<file path="config.mk">
export PLATFORM = sky130hd
export DESIGN_NAME = cartridge_bank_mapper_top
export DESIGN_NICKNAME = d
export VERILOG_FILES = /design/src/rtl/core/cbm_pkg.sv /design/src/rtl/core/cbm_mod_unit.sv /design/src/rtl/core/cbm_serial_loader.sv /design/src/rtl/core/cartridge_bank_mapper_top.sv
export VERILOG_INCLUDE_DIRS = /design/src /design/src/rtl/core
export SDC_FILE = /design/constraint.sdc
export NUM_CORES = 1
export LEC_CHECK = 0
export BUFFER_PORTS_ARGS = -buffer_cell sky130_fd_sc_hd__buf_2
export CAP_MARGIN = 10
export CORE_UTILIZATION = 45
export CTS_CLUSTER_SIZE = 16
export DETAILED_ROUTE_END_ITERATION = 12
export GPL_ROUTABILITY_DRIVEN = 0
export GPL_TIMING_DRIVEN = 1
export SLEW_MARGIN = 20
export SYNTH_ARGS = -nofsm -noshare
export SYNTH_HDL_FRONTEND = slang
export SYNTH_SLANG_ARGS = --single-unit
</file>
<file path="constraint.sdc">
create_clock -name clk -period 7.1 [get_ports clk]
set_clock_uncertainty 0.15 [all_clocks]
set_input_delay 1.065 -clock clk [delete_from_list [all_inputs] [get_ports clk]]
set_output_delay 1.065 -clock clk [all_outputs]
set_load 0.02 [all_outputs]
</file>
<file path="src/rtl/core/cartridge_bank_mapper_top_defines.svh">
// assertion macros for the cartridge bank mapper
// used by cartridge_bank_mapper_top, expects clk and rst in scope
`ifndef CARTRIDGE_BANK_MAPPER_TOP_DEFINES_SVH
`define CARTRIDGE_BANK_MAPPER_TOP_DEFINES_SVH

`ifndef NO_ASSERTIONS
`define CBM_ASSERT_IMP(label, cond, prop) \
  label: assert property (@(posedge clk) disable iff (rst) (cond) |-> (prop)) \
    else $error("cbm check failed: implication");
`define CBM_ASSERT_NXT(label, cond, prop) \
  label: assert property (@(posedge clk) disable iff (rst) (cond) |=> (prop)) \
    else $error("cbm check failed: next cycle");
`else
`define CBM_ASSERT_IMP(label, cond, prop)
`define CBM_ASSERT_NXT(label, cond, prop)
`endif

`endif

</file>
<file path="src/rtl/core/cbm_pkg.sv">
// shared types, codes and helpers of the cartridge bank mapper
// no dependencies
package cbm_pkg;

  localparam int MAX_PRG_BANKS = 32;
  localparam int MAX_CHR_BANKS = 32;

  localparam int ADDR_W  = 16;
  localparam int DATA_W  = 8;
  localparam int BANK_W  = 5;
  localparam int COUNT_W = 6;
  localparam int KIND_W  = 3;
  localparam int CFG_IDX_W = 2;
  localparam int PRG_OFF_W = 19;
  localparam int SRAM_OFF_W = 13;
  localparam int MIRROR_W = 4;

  localparam logic [COUNT_W-1:0] MAX_PRG_EFF = COUNT_W'(MAX_PRG_BANKS);
  localparam logic [COUNT_W-1:0] MAX_CHR_EFF = COUNT_W'(MAX_CHR_BANKS);

  // mapper kinds
  localparam logic [KIND_W-1:0] KIND_FIXED  = 3'd0;
  localparam logic [KIND_W-1:0] KIND_SERIAL = 3'd1;
  localparam logic [KIND_W-1:0] KIND_PRG    = 3'd2;
  localparam logic [KIND_W-1:0] KIND_CHR    = 3'd3;
  localparam logic [KIND_W-1:0] KIND_AXROM  = 3'd7;

  // configuration register indexes
  localparam logic [CFG_IDX_W-1:0] CFG_MAPPER_KIND = 2'd0;
  localparam logic [CFG_IDX_W-1:0] CFG_PRG_COUNT   = 2'd1;
  localparam logic [CFG_IDX_W-1:0] CFG_CHR_COUNT   = 2'd2;

  // serial loader target registers, chosen by address bits 14:13
  localparam logic [1:0] SEL_CONTROL = 2'd0;
  localparam logic [1:0] SEL_CHR0    = 2'd1;
  localparam logic [1:0] SEL_CHR1    = 2'd2;
  localparam logic [1:0] SEL_PRG     = 2'd3;

  // bank window slots
  localparam logic [1:0] SLOT_PRG_LOW  = 2'd0;
  localparam logic [1:0] SLOT_PRG_HIGH = 2'd1;
  localparam logic [1:0] SLOT_CHR_LOW  = 2'd2;
  localparam logic [1:0] SLOT_CHR_HIGH = 2'd3;

  localparam logic [BANK_W-1:0] CONTROL_RESET = 5'h0C;
  localparam logic [BANK_W-1:0] PRG_MODE_BITS = 5'h0C;
  localparam logic [MIRROR_W-1:0] MIRROR_VERTICAL = 4'hA;

  // prg bank modes of the serial mapper control register
  localparam logic [1:0] PRG_MODE_FIX_LOW = 2'd2;
  localparam logic [1:0] PRG_MODE_FIX_HIGH = 2'd3;

  localparam int DIV_STEPS = DATA_W;
  localparam int DIV_CNT_W = $clog2(DIV_STEPS);

  typedef struct packed {
    logic [BANK_W-1:0] control;
    logic [BANK_W-1:0] chr_first;
    logic [BANK_W-1:0] chr_second;
    logic [BANK_W-1:0] prg;
  } mmc1_regs_t;

  // zero counts as one bank, oversize saturates
  function automatic logic [COUNT_W-1:0] eff_count(input logic [COUNT_W-1:0] v,
                                                   input logic [COUNT_W-1:0] max_v);
    logic [COUNT_W-1:0] r;
    if (v == '0) begin
      r = COUNT_W'(1);
    end else if (v > max_v) begin
      r = max_v;
    end else begin
      r = v;
    end
    return r;
  endfunction

  function automatic logic [MIRROR_W-1:0] mirror_map(input logic [1:0] code);
    logic [MIRROR_W-1:0] r;
    unique case (code)
      2'd0: r = 4'h0;
      2'd1: r = 4'hF;
      2'd2: r = 4'hA;
      2'd3: r = 4'hC;
    endcase
    return r;
  endfunction

endpackage

</file>
<file path="src/rtl/core/cbm_mod_unit.sv">
// shared restoring remainder unit, one dividend bit per cycle
// depends on cbm_pkg
module cbm_mod_unit (
  input  logic                          clk,
  input  logic                          rst,
  input  logic                          start,
  input  logic [cbm_pkg::DATA_W-1:0]    dividend,
  input  logic [cbm_pkg::COUNT_W-1:0]   divisor,
  output logic                          done,
  output logic [cbm_pkg::BANK_W-1:0]    remainder
);
  import cbm_pkg::*;

  logic                  busy;
  logic [DIV_CNT_W-1:0]  step_cnt;
  logic [DATA_W-1:0]     num_shift;
  logic [COUNT_W-1:0]    div_q;
  logic [BANK_W:0]       trial;
  logic [BANK_W:0]       diff;
  logic [BANK_W-1:0]     rem_next;

  always_comb begin
    trial = {remainder, num_shift[DATA_W-1]};
    diff  = trial - {1'b0, div_q[BANK_W-1:0]} - {div_q[BANK_W], {BANK_W{1'b0}}};
    if (trial >= div_q) begin
      rem_next = diff[BANK_W-1:0];
    end else begin
      rem_next = trial[BANK_W-1:0];
    end
  end

  always_ff @(posedge clk) begin
    if (rst) begin
      busy     <= 1'b0;
      done     <= 1'b0;
      step_cnt <= '0;
    end else begin
      done <= 1'b0;
      if (start) begin
        busy      <= 1'b1;
        step_cnt  <= '0;
        num_shift <= dividend;
        div_q     <= divisor;
        remainder <= '0;
      end else if (busy) begin
        remainder <= rem_next;
        num_shift <= {num_shift[DATA_W-2:0], 1'b0};
        step_cnt  <= step_cnt + DIV_CNT_W'(1);
        if (step_cnt == DIV_CNT_W'(DIV_STEPS - 1)) begin
          busy <= 1'b0;
          done <= 1'b1;
        end
      end
    end
  end

endmodule

</file>
<file path="src/rtl/core/cbm_serial_loader.sv">
// five-write serial loader and its four target registers
// depends on cbm_pkg
module cbm_serial_loader (
  input  logic                       clk,
  input  logic                       rst,
  input  logic                       load,
  input  logic [1:0]                 reg_sel,
  input  logic [cbm_pkg::DATA_W-1:0] data,
  output cbm_pkg::mmc1_regs_t        regs,
  output logic                       apply
);
  import cbm_pkg::*;

  logic [BANK_W-1:0] shift_reg;
  logic [2:0]        bit_count;
  logic [BANK_W-1:0] shifted;

  always_comb begin
    shifted = shift_reg | (BANK_W'(data[0]) << bit_count);
    apply   = load && (data[DATA_W-1] || (bit_count == 3'd4));
  end

  always_ff @(posedge clk) begin
    if (rst) begin
      shift_reg       <= '0;
      bit_count       <= '0;
      regs.control    <= CONTROL_RESET;
      regs.chr_first  <= '0;
      regs.chr_second <= '0;
      regs.prg        <= '0;
    end else if (load) begin
      if (data[DATA_W-1]) begin
        // loader reset, forces fixed-high prg mode
        regs.control <= regs.control | PRG_MODE_BITS;
        shift_reg    <= '0;
        bit_count    <= '0;
      end else if (bit_count == 3'd4) begin
        unique case (reg_sel)
          SEL_CONTROL: regs.control    <= shifted;
          SEL_CHR0:    regs.chr_first  <= shifted;
          SEL_CHR1:    regs.chr_second <= shifted;
          SEL_PRG:     regs.prg        <= shifted;
        endcase
        shift_reg <= '0;
        bit_count <= '0;
      end else begin
        shift_reg <= shifted;
        bit_count <= bit_count + 3'd1;
      end
    end
  end

endmodule

</file>
<file path="src/rtl/core/cartridge_bank_mapper_top.sv">
// an access is captured, then passes the loader, plan and pick states to the finish state;
// each bank index wrapped (at most 4) adds a pass through the 8-step shared remainder unit
// one access at a time; the next input transfer is taken only once the result is
// registered; configuration writes are always accepted
// rst is synchronous: windows return to prg banks 0 / 1, chr banks 0 / 1, vertical
// mirroring, loader cleared, control 0x0C, kind 0, both counts 2
module cartridge_bank_mapper_top (
  input  logic                             clk,
  input  logic                             rst,
  // access channel
  input  logic                             in_valid,
  output logic                             in_ready,
  input  logic [cbm_pkg::ADDR_W-1:0]       address,
  input  logic                             command,
  input  logic [cbm_pkg::DATA_W-1:0]       write_data,
  input  logic [cbm_pkg::DATA_W-1:0]       rom_byte,
  // result channel
  output logic                             out_valid,
  input  logic                             out_ready,
  output logic                             sram_select,
  output logic [cbm_pkg::SRAM_OFF_W-1:0]   sram_offset,
  output logic [cbm_pkg::PRG_OFF_W-1:0]    prg_offset,
  output logic [cbm_pkg::BANK_W-1:0]       chr_low_bank,
  output logic [cbm_pkg::BANK_W-1:0]       chr_high_bank,
  output logic [cbm_pkg::MIRROR_W-1:0]     nametable_select,
  // configuration channel
  input  logic                             cfg_valid,
  output logic                             cfg_ready,
  input  logic [cbm_pkg::CFG_IDX_W-1:0]    cfg_index,
  input  logic [cbm_pkg::COUNT_W-1:0]      cfg_data
);
  import cbm_pkg::*;

`include "cartridge_bank_mapper_top_defines.svh"

  typedef enum logic [2:0] {
    S_IDLE,
    S_LOADER,
    S_PLAN,
    S_PICK,
    S_WAIT,
    S_FINISH
  } state_t;

  state_t state;

  // configuration
  logic [KIND_W-1:0]  mapper_kind;
  logic [COUNT_W-1:0] prg_count;
  logic [COUNT_W-1:0] chr_count;
  logic [COUNT_W-1:0] prg_eff;
  logic [COUNT_W-1:0] chr_eff;
  logic [COUNT_W-1:0] cfg_prg_eff;
  logic [COUNT_W-1:0] cfg_chr_eff;

  // captured access
  logic [ADDR_W-1:0] it_addr;
  logic              it_cmd;
  logic [DATA_W-1:0] it_data;
  logic [DATA_W-1:0] it_rom;
  logic              hi_write;

  // bank windows, indexed by slot
  logic [BANK_W-1:0]   win [4];
  logic [MIRROR_W-1:0] mirror_select;

  // serial loader
  mmc1_regs_t mmc1_regs;
  logic       loader_load;
  logic       loader_apply;
  logic       apply_q;

  // job plan: which windows still need a wrapped index
  logic [3:0]        plan_mask;
  logic [DATA_W-1:0] plan_div [4];
  logic [3:0]        plan_set;
  logic [BANK_W-1:0] plan_val [4];
  logic              plan_mirror_en;
  logic [MIRROR_W-1:0] plan_mirror;
  logic [3:0]        job_mask;
  logic [DATA_W-1:0] job_div [4];
  logic [1:0]        pick_slot;
  logic [1:0]        cur_slot;

  // shared remainder unit
  logic              mod_start;
  logic [COUNT_W-1:0] mod_divisor;
  logic              mod_done;
  logic [BANK_W-1:0] mod_rem;

  // result
  logic [BANK_W-1:0]    prg_bank;
  logic [PRG_OFF_W-1:0] prg_off_calc;
  logic                 in_sram;

  assign in_ready  = (state == S_IDLE);
  assign cfg_ready = 1'b1;
  assign hi_write  = it_cmd && it_addr[ADDR_W-1];

  always_comb begin
    prg_eff = eff_count(prg_count, MAX_PRG_EFF);
    chr_eff = eff_count(chr_count, MAX_CHR_EFF);
    // counts as they stand after the current configuration write
    cfg_prg_eff = (cfg_index == CFG_PRG_COUNT) ? eff_count(cfg_data, MAX_PRG_EFF) : prg_eff;
    cfg_chr_eff = (cfg_index == CFG_CHR_COUNT) ? eff_count(cfg_data, MAX_CHR_EFF) : chr_eff;
  end

  assign loader_load = (state == S_LOADER) && hi_write && (mapper_kind == KIND_SERIAL);

  cbm_serial_loader u_loader (
    .clk     (clk),
    .rst     (rst),
    .load    (loader_load),
    .reg_sel (it_addr[14:13]),
    .data    (it_data),
    .regs    (mmc1_regs),
    .apply   (loader_apply)
  );

  // decide which windows change and what each is set to or wrapped from
  always_comb begin
    plan_mask      = '0;
    plan_set       = '0;
    plan_mirror_en = 1'b0;
    plan_mirror    = '0;
    for (int i = 0; i < 4; i++) begin
      plan_div[i] = '0;
      plan_val[i] = '0;
    end
    if (hi_write) begin
      unique case (mapper_kind)
        KIND_AXROM: begin
          // 32K bank: two consecutive 16K banks
          plan_mask[SLOT_PRG_LOW]  = 1'b1;
          plan_mask[SLOT_PRG_HIGH] = 1'b1;
          plan_div[SLOT_PRG_LOW]   = {4'b0, it_data[2:0], 1'b0};
          plan_div[SLOT_PRG_HIGH]  = {4'b0, it_data[2:0], 1'b1};
          plan_mirror_en = 1'b1;
          plan_mirror    = it_data[4] ? 4'hF : 4'h0;
        end
        KIND_PRG: begin
          plan_mask[SLOT_PRG_LOW] = 1'b1;
          plan_div[SLOT_PRG_LOW]  = it_data;
        end
        KIND_CHR: begin
          // bus conflict: cpu data anded with the rom byte
          plan_mask[SLOT_CHR_LOW]  = 1'b1;
          plan_mask[SLOT_CHR_HIGH] = 1'b1;
          plan_div[SLOT_CHR_LOW]   = {5'b0, it_data[1:0] & it_rom[1:0], 1'b0};
          plan_div[SLOT_CHR_HIGH]  = {5'b0, it_data[1:0] & it_rom[1:0], 1'b1};
        end
        KIND_SERIAL: begin
          if (apply_q) begin
            plan_mirror_en = 1'b1;
            plan_mirror    = mirror_map(mmc1_regs.control[1:0]);
            plan_mask[SLOT_CHR_LOW]  = 1'b1;
            plan_mask[SLOT_CHR_HIGH] = 1'b1;
            if (mmc1_regs.control[4]) begin
              // two separate 4K chr banks
              plan_div[SLOT_CHR_LOW]  = {3'b0, mmc1_regs.chr_first};
              plan_div[SLOT_CHR_HIGH] = {3'b0, mmc1_regs.chr_second};
            end else begin
              // one 8K chr bank
              plan_div[SLOT_CHR_LOW]  = {3'b0, mmc1_regs.chr_first[4:1], 1'b0};
              plan_div[SLOT_CHR_HIGH] = {3'b0, mmc1_regs.chr_first[4:1], 1'b1};
            end
            unique case (mmc1_regs.control[3:2])
              PRG_MODE_FIX_LOW: begin
                plan_set[SLOT_PRG_LOW]   = 1'b1;
                plan_val[SLOT_PRG_LOW]   = '0;
                plan_mask[SLOT_PRG_HIGH] = 1'b1;
                plan_div[SLOT_PRG_HIGH]  = {4'b0, mmc1_regs.prg[3:0]};
              end
              PRG_MODE_FIX_HIGH: begin
                plan_mask[SLOT_PRG_LOW] = 1'b1;
                plan_div[SLOT_PRG_LOW]  = {4'b0, mmc1_regs.prg[3:0]};
                plan_set[SLOT_PRG_HIGH] = 1'b1;
                plan_val[SLOT_PRG_HIGH] = BANK_W'(prg_eff - COUNT_W'(1));
              end
              default: begin
                // 32K mode
                plan_mask[SLOT_PRG_LOW]  = 1'b1;
                plan_mask[SLOT_PRG_HIGH] = 1'b1;
                plan_div[SLOT_PRG_LOW]   = {4'b0, mmc1_regs.prg[3:1], 1'b0};
                plan_div[SLOT_PRG_HIGH]  = {4'b0, mmc1_regs.prg[3:1], 1'b1};
              end
            endcase
          end
        end
        default: begin
          // fixed mapping, nothing switches
        end
      endcase
    end
  end

  // lowest pending slot goes first
  always_comb begin
    priority if (job_mask[0]) begin
      pick_slot = 2'd0;
    end else if (job_mask[1]) begin
      pick_slot = 2'd1;
    end else if (job_mask[2]) begin
      pick_slot = 2'd2;
    end else begin
      pick_slot = 2'd3;
    end
  end

  assign mod_start   = (state == S_PICK) && (job_mask != '0);
  assign mod_divisor = (pick_slot == SLOT_CHR_LOW || pick_slot == SLOT_CHR_HIGH) ? chr_eff
                                                                                  : prg_eff;

  cbm_mod_unit u_mod (
    .clk       (clk),
    .rst       (rst),
    .start     (mod_start),
    .dividend  (job_div[pick_slot]),
    .divisor   (mod_divisor),
    .done      (mod_done),
    .remainder (mod_rem)
  );

  // result mapping of the captured address
  always_comb begin
    in_sram  = (it_addr[15:13] == 3'b011);
    prg_bank = it_addr[14] ? win[SLOT_PRG_HIGH] : win[SLOT_PRG_LOW];
    if (in_sram) begin
      prg_off_calc = '0;
    end else if (it_addr[15]) begin
      prg_off_calc = {prg_bank, it_addr[13:0]};
    end else begin
      prg_off_calc = {{BANK_W{1'b0}}, it_addr[13:0]};
    end
  end

  always_ff @(posedge clk) begin
    if (rst) begin
      state              <= S_IDLE;
      out_valid          <= 1'b0;
      mapper_kind        <= KIND_FIXED;
      prg_count          <= COUNT_W'(2);
      chr_count          <= COUNT_W'(2);
      win[SLOT_PRG_LOW]  <= '0;
      win[SLOT_PRG_HIGH] <= BANK_W'(1);
      win[SLOT_CHR_LOW]  <= '0;
      win[SLOT_CHR_HIGH] <= BANK_W'(1);
      mirror_select      <= MIRROR_VERTICAL;
      job_mask           <= '0;
      apply_q            <= 1'b0;
    end else begin
      if (out_valid && out_ready) begin
        out_valid <= 1'b0;
      end
      unique case (state)
        S_IDLE: begin
          if (in_valid) begin
            it_addr <= address;
            it_cmd  <= command;
            it_data <= write_data;
            it_rom  <= rom_byte;
            state   <= S_LOADER;
          end
        end
        S_LOADER: begin
          // loader registers settle here, the plan reads them next
          apply_q <= loader_apply;
          state   <= S_PLAN;
        end
        S_PLAN: begin
          job_mask <= plan_mask;
          for (int i = 0; i < 4; i++) begin
            job_div[i] <= plan_div[i];
            if (plan_set[i]) begin
              win[i] <= plan_val[i];
            end
          end
          if (plan_mirror_en) begin
            mirror_select <= plan_mirror;
          end
          state <= S_PICK;
        end
        S_PICK: begin
          if (job_mask == '0) begin
            state <= S_FINISH;
          end else begin
            cur_slot <= pick_slot;
            state    <= S_WAIT;
          end
        end
        S_WAIT: begin
          if (mod_done) begin
            win[cur_slot]      <= mod_rem;
            job_mask[cur_slot] <= 1'b0;
            state              <= S_PICK;
          end
        end
        S_FINISH: begin
          // output register frees up when the previous result transfers
          if (!out_valid || out_ready) begin
            out_valid        <= 1'b1;
            sram_select      <= in_sram;
            sram_offset      <= it_addr[SRAM_OFF_W-1:0];
            prg_offset       <= prg_off_calc;
            chr_low_bank     <= win[SLOT_CHR_LOW];
            chr_high_bank    <= win[SLOT_CHR_HIGH];
            nametable_select <= mirror_select;
            state            <= S_IDLE;
          end
        end
        default: begin
          state <= S_IDLE;
        end
      endcase
      // configuration writes, as after loading a cartridge for the counts
      if (cfg_valid) begin
        unique case (cfg_index)
          CFG_MAPPER_KIND: begin
            mapper_kind <= cfg_data[KIND_W-1:0];
          end
          CFG_PRG_COUNT, CFG_CHR_COUNT: begin
            if (cfg_index == CFG_PRG_COUNT) begin
              prg_count <= cfg_data;
            end else begin
              chr_count <= cfg_data;
            end
            win[SLOT_PRG_LOW]  <= '0;
            win[SLOT_PRG_HIGH] <= BANK_W'(cfg_prg_eff - COUNT_W'(1));
            win[SLOT_CHR_LOW]  <= '0;
            win[SLOT_CHR_HIGH] <= (cfg_chr_eff > COUNT_W'(1)) ? BANK_W'(1) : BANK_W'(0);
          end
          default: begin
            // index beyond the register list is dropped
          end
        endcase
      end
    end
  end

  // a remainder only comes back while the sequencer waits for it
  `CBM_ASSERT_IMP(a_done_in_wait, mod_done, state == S_WAIT)
  // an empty job list goes straight to the result
  `CBM_ASSERT_NXT(a_empty_plan_finish, state == S_PICK && job_mask == 4'b0, state == S_FINISH)
  // a bank count write restores both low windows to bank zero
  `CBM_ASSERT_NXT(a_count_write_init,
                  cfg_valid && (cfg_index == CFG_PRG_COUNT || cfg_index == CFG_CHR_COUNT),
                  win[SLOT_PRG_LOW] == 5'd0 && win[SLOT_CHR_LOW] == 5'd0)

endmodule

</file>
==> metrics <==
outcome=finished clean; Syn Inst Count=738; width of the die=141 um; CTS tree=built; RR Endpoint=u_mod.num_shift[3]; top post-synthesis cells by count=137 x edfxtp_1, 78 x nor2_1, 60 x dfxtp_1; TritonCTS buffer count=17; critical path endpoint category=register; CTS clock-pin slew for the worst setup and hold paths=approximately 0.070 ns; biggest regs=job_div: 22 flops, win: 20 flops; VDD IR max=~0.00017 V; slowest stage delay, CP=0.63 ns; clock sink total=197; syn nets=approximately 810; worst flop-to-flop path startpoint=job_mask[0]; Fillers=1,671; CTS H-Tree Depth=4; core footprint=0.0188 mm^2; cell-by-cell trace of the critical path=buf_2 > a21oi_1 > nand3_1 > nor3_1 > nand3b_1; Reg2Reg Setup Slack=4.27 ns; Pins Over Slew Limit=0; Starting DRT DRC Count=399; Post-DRT Antenna Nets=0; Routed WL=18,000 um; period utilization=44.5%; Area growth syn-to-layout=13.7%; Clock Tree Buf Depth=2; grt total ovfl=0; pwr/cell area=235 mW/mm^2; Reg with most FFs=job_div; arrival time worst endpoint=3.14 ns; min Tclk post-route=3.16 ns; Top FF cell, synth=edfxtp_1; yosys synthesis warning count=0; largest net degree at the start of global routing=between 50 and 60; Rel. slew slack=between 20% and 30%; first-pass GRT wire length=28,800 um; Post-Syn Area=0.00864 mm^2; hold-critical path depth=0; Vias/cell=5.45; layout cells sized above 1=about 18%; CP bufs+invs=1; register area=0.00532 mm^2; Worst-Margin Slew=~1.1 ns; Detailed Place HPWL=13,000 um; Multi-input gate area=0.00310 mm^2; num rows=50; Die Y-Extent=around 140 um; Hold Path End=chr_low_bank[2]; worst skew pair latency=0.44 ns; largest cells by area after synthesis=edfxtp_1 48%, dfxtp_1 14%, mux2i_1 4.2%, nor2_1 3.4%, a21oi_1 3.0%; Post-CTS Setup Bufs=0; placed insts=1,029; Worst setup SP type=primary input; Leakage Power=3.60 nW; Worst R2R Path Depth=5; Hold Path Origin=win[2][2]; Worst Path Required=7.07 ns; I/O pin total=96; port bufs=88; number of max-cap violations=0; gr usage total=between 10% and 20%; post-synthesis cell type count=64; FFs w/ async S/R, synth=0%; WL/cell=17.0 um; Worst path slowest cell=a21oi_1; DRC violations left=0; Final Hold Vio Count=0; Seq/Total Area, Yosys=between 60% and 70%; fmax=between 0.3 and 0.4 GHz; Synth area leader=edfxtp_1; # setup viols final=0; worst hold path type=register to register; CP Class=primary input to register; routed vias=approximately 5,800; Nets=between 800 and 900; syn_area_per_cell=11.7 um^2; vias in the first global route=approximately 5,700; initial antenna violation count=0; flops & latches, synth=197; DIE AREA=0.0198 mm^2; Yosys top cell area share=47.6%; count leader, synth=edfxtp_1; number of synthesized flops with an enable pin=around 140; CP top delay family=simple AND/OR/NAND/NOR gates; non-filler instance count after layout=1,061; Post-CTS Resized=0; Fin Setup TNS=0 ns; max reg flops=22; Initial Utilization=46.1%; RSZ-0062 raised after global routing=no; hold buffer count at cts=0; root buffer cell=clkbuf_16; Pre-antenna DRT Iters=5; worst-path fanout max=55; n_diodes=0
-- worst max-delay path by stage --
stage	start	endpoint	slack, ns	depth (start not counted)
6_report	rst	win[0][4]	3.94	5
5_1_grt	rst	win[3][3]	3.84	4
4_1_cts	job_mask[0]	u_mod.remainder[2]	3.96	5
3_5_place_dp	rst	win[0][3]	3.55	5
3_3_place_gp	rst	win[0][3]	3.58	5
2_1_floorplan	rst	chr_high_bank[0]	1.72	3
-- area by class of cell --
type                            count  area share, %
Clock inverter                     14           1.40
Inverter                           24          0.917
Clock buffer                       18           4.47
Tap cell                          234           2.98
Timing Repair Buffer               90           4.63
Sequential cell                   197           54.1
Multi-Input combinational cell    484           31.5
-- routing by layer --
layer | vias to the layer above | GRT usage, % | routed length, um
met2 | 147 | 33.7 | 9330
met3 | 31 | 3.94 | 666
met4 | 0 | 9.73 | 496
met5 | - | 0 | 0
li1 | 2815 | - | -
met1 | 2788 | 22.1 | 7520
-- through the flow --
stage	cell area, um^2	hold slack [ns]	total power, mW	util [%]	worst slack (ns)
after floorplan	8640	0.250	1.37	-	1.72
after detailed placement	9250	0.255	1.41	49.3	3.55
after CTS	9830	0.271	2.33	52.4	3.96
final	9830	0.271	2.31	52.4	3.94
after global placement	9250	0.252	1.41	49.3	3.58
after global routing	9830	0.276	2.38	52.4	3.84
-- power breakdown --
part | leakage [nW] | switching, mW | internal [mW]
clock network | 0.284 | 0.453 | 0.474
logic | 1.56 | 0.0673 | 0.0415
registers | 1.76 | 0.0228 | 1.25
-- worst register-to-register path, stage by stage (launching register included) --
cell	delay, ns
dfxtp_1	0.59
nor2_1	0.33
nand2_1	0.19
and3_1	0.56
nor2_1	0.11
nor2_2	0.54
-- cells by family after synthesis --
group / Yosys count / synth area share [%]
buffers and inverters: 57 / 2.75
xor gates and xnor gates: 8 / 0.811
and+or+nand+nor: 277 / 17.1
muxes: 42 / 4.95
DFF: 197 / 61.5
other: 1 / 0.0434
adders and majority gates: 21 / 3.13
AOI/OAI and AO/OA: 135 / 9.71
-- cell usage in the layout (no fill, tap or decap), types with 3 or more instances in the layout --
master and instances:
xor2_1 4, clkinv_4 5, a22o_1 3, or2_2 4
clkbuf_16 17, dfxtp_1 60, nor2b_1 13, buf_2 88
nand2b_1 14, nand3b_1 3, a31oi_1 7, and2_1 35
nand2_1 53, nor3_1 11, nand4_1 4, edfxtp_1 137
and3_1 5, ha_1 20, a21oi_1 52, inv_6 5
nor4_1 6, mux2_2 6, o21bai_1 4, mux2i_1 36
o211ai_1 6, inv_1 24, nand3_1 30, o21ai_0 28
nor3b_1 4, o21a_1 4, a22oi_1 9, xnor2_1 4
nor2_1 77, a211o_1 3, a21o_1 5
(Power assumes the default switching activity.)
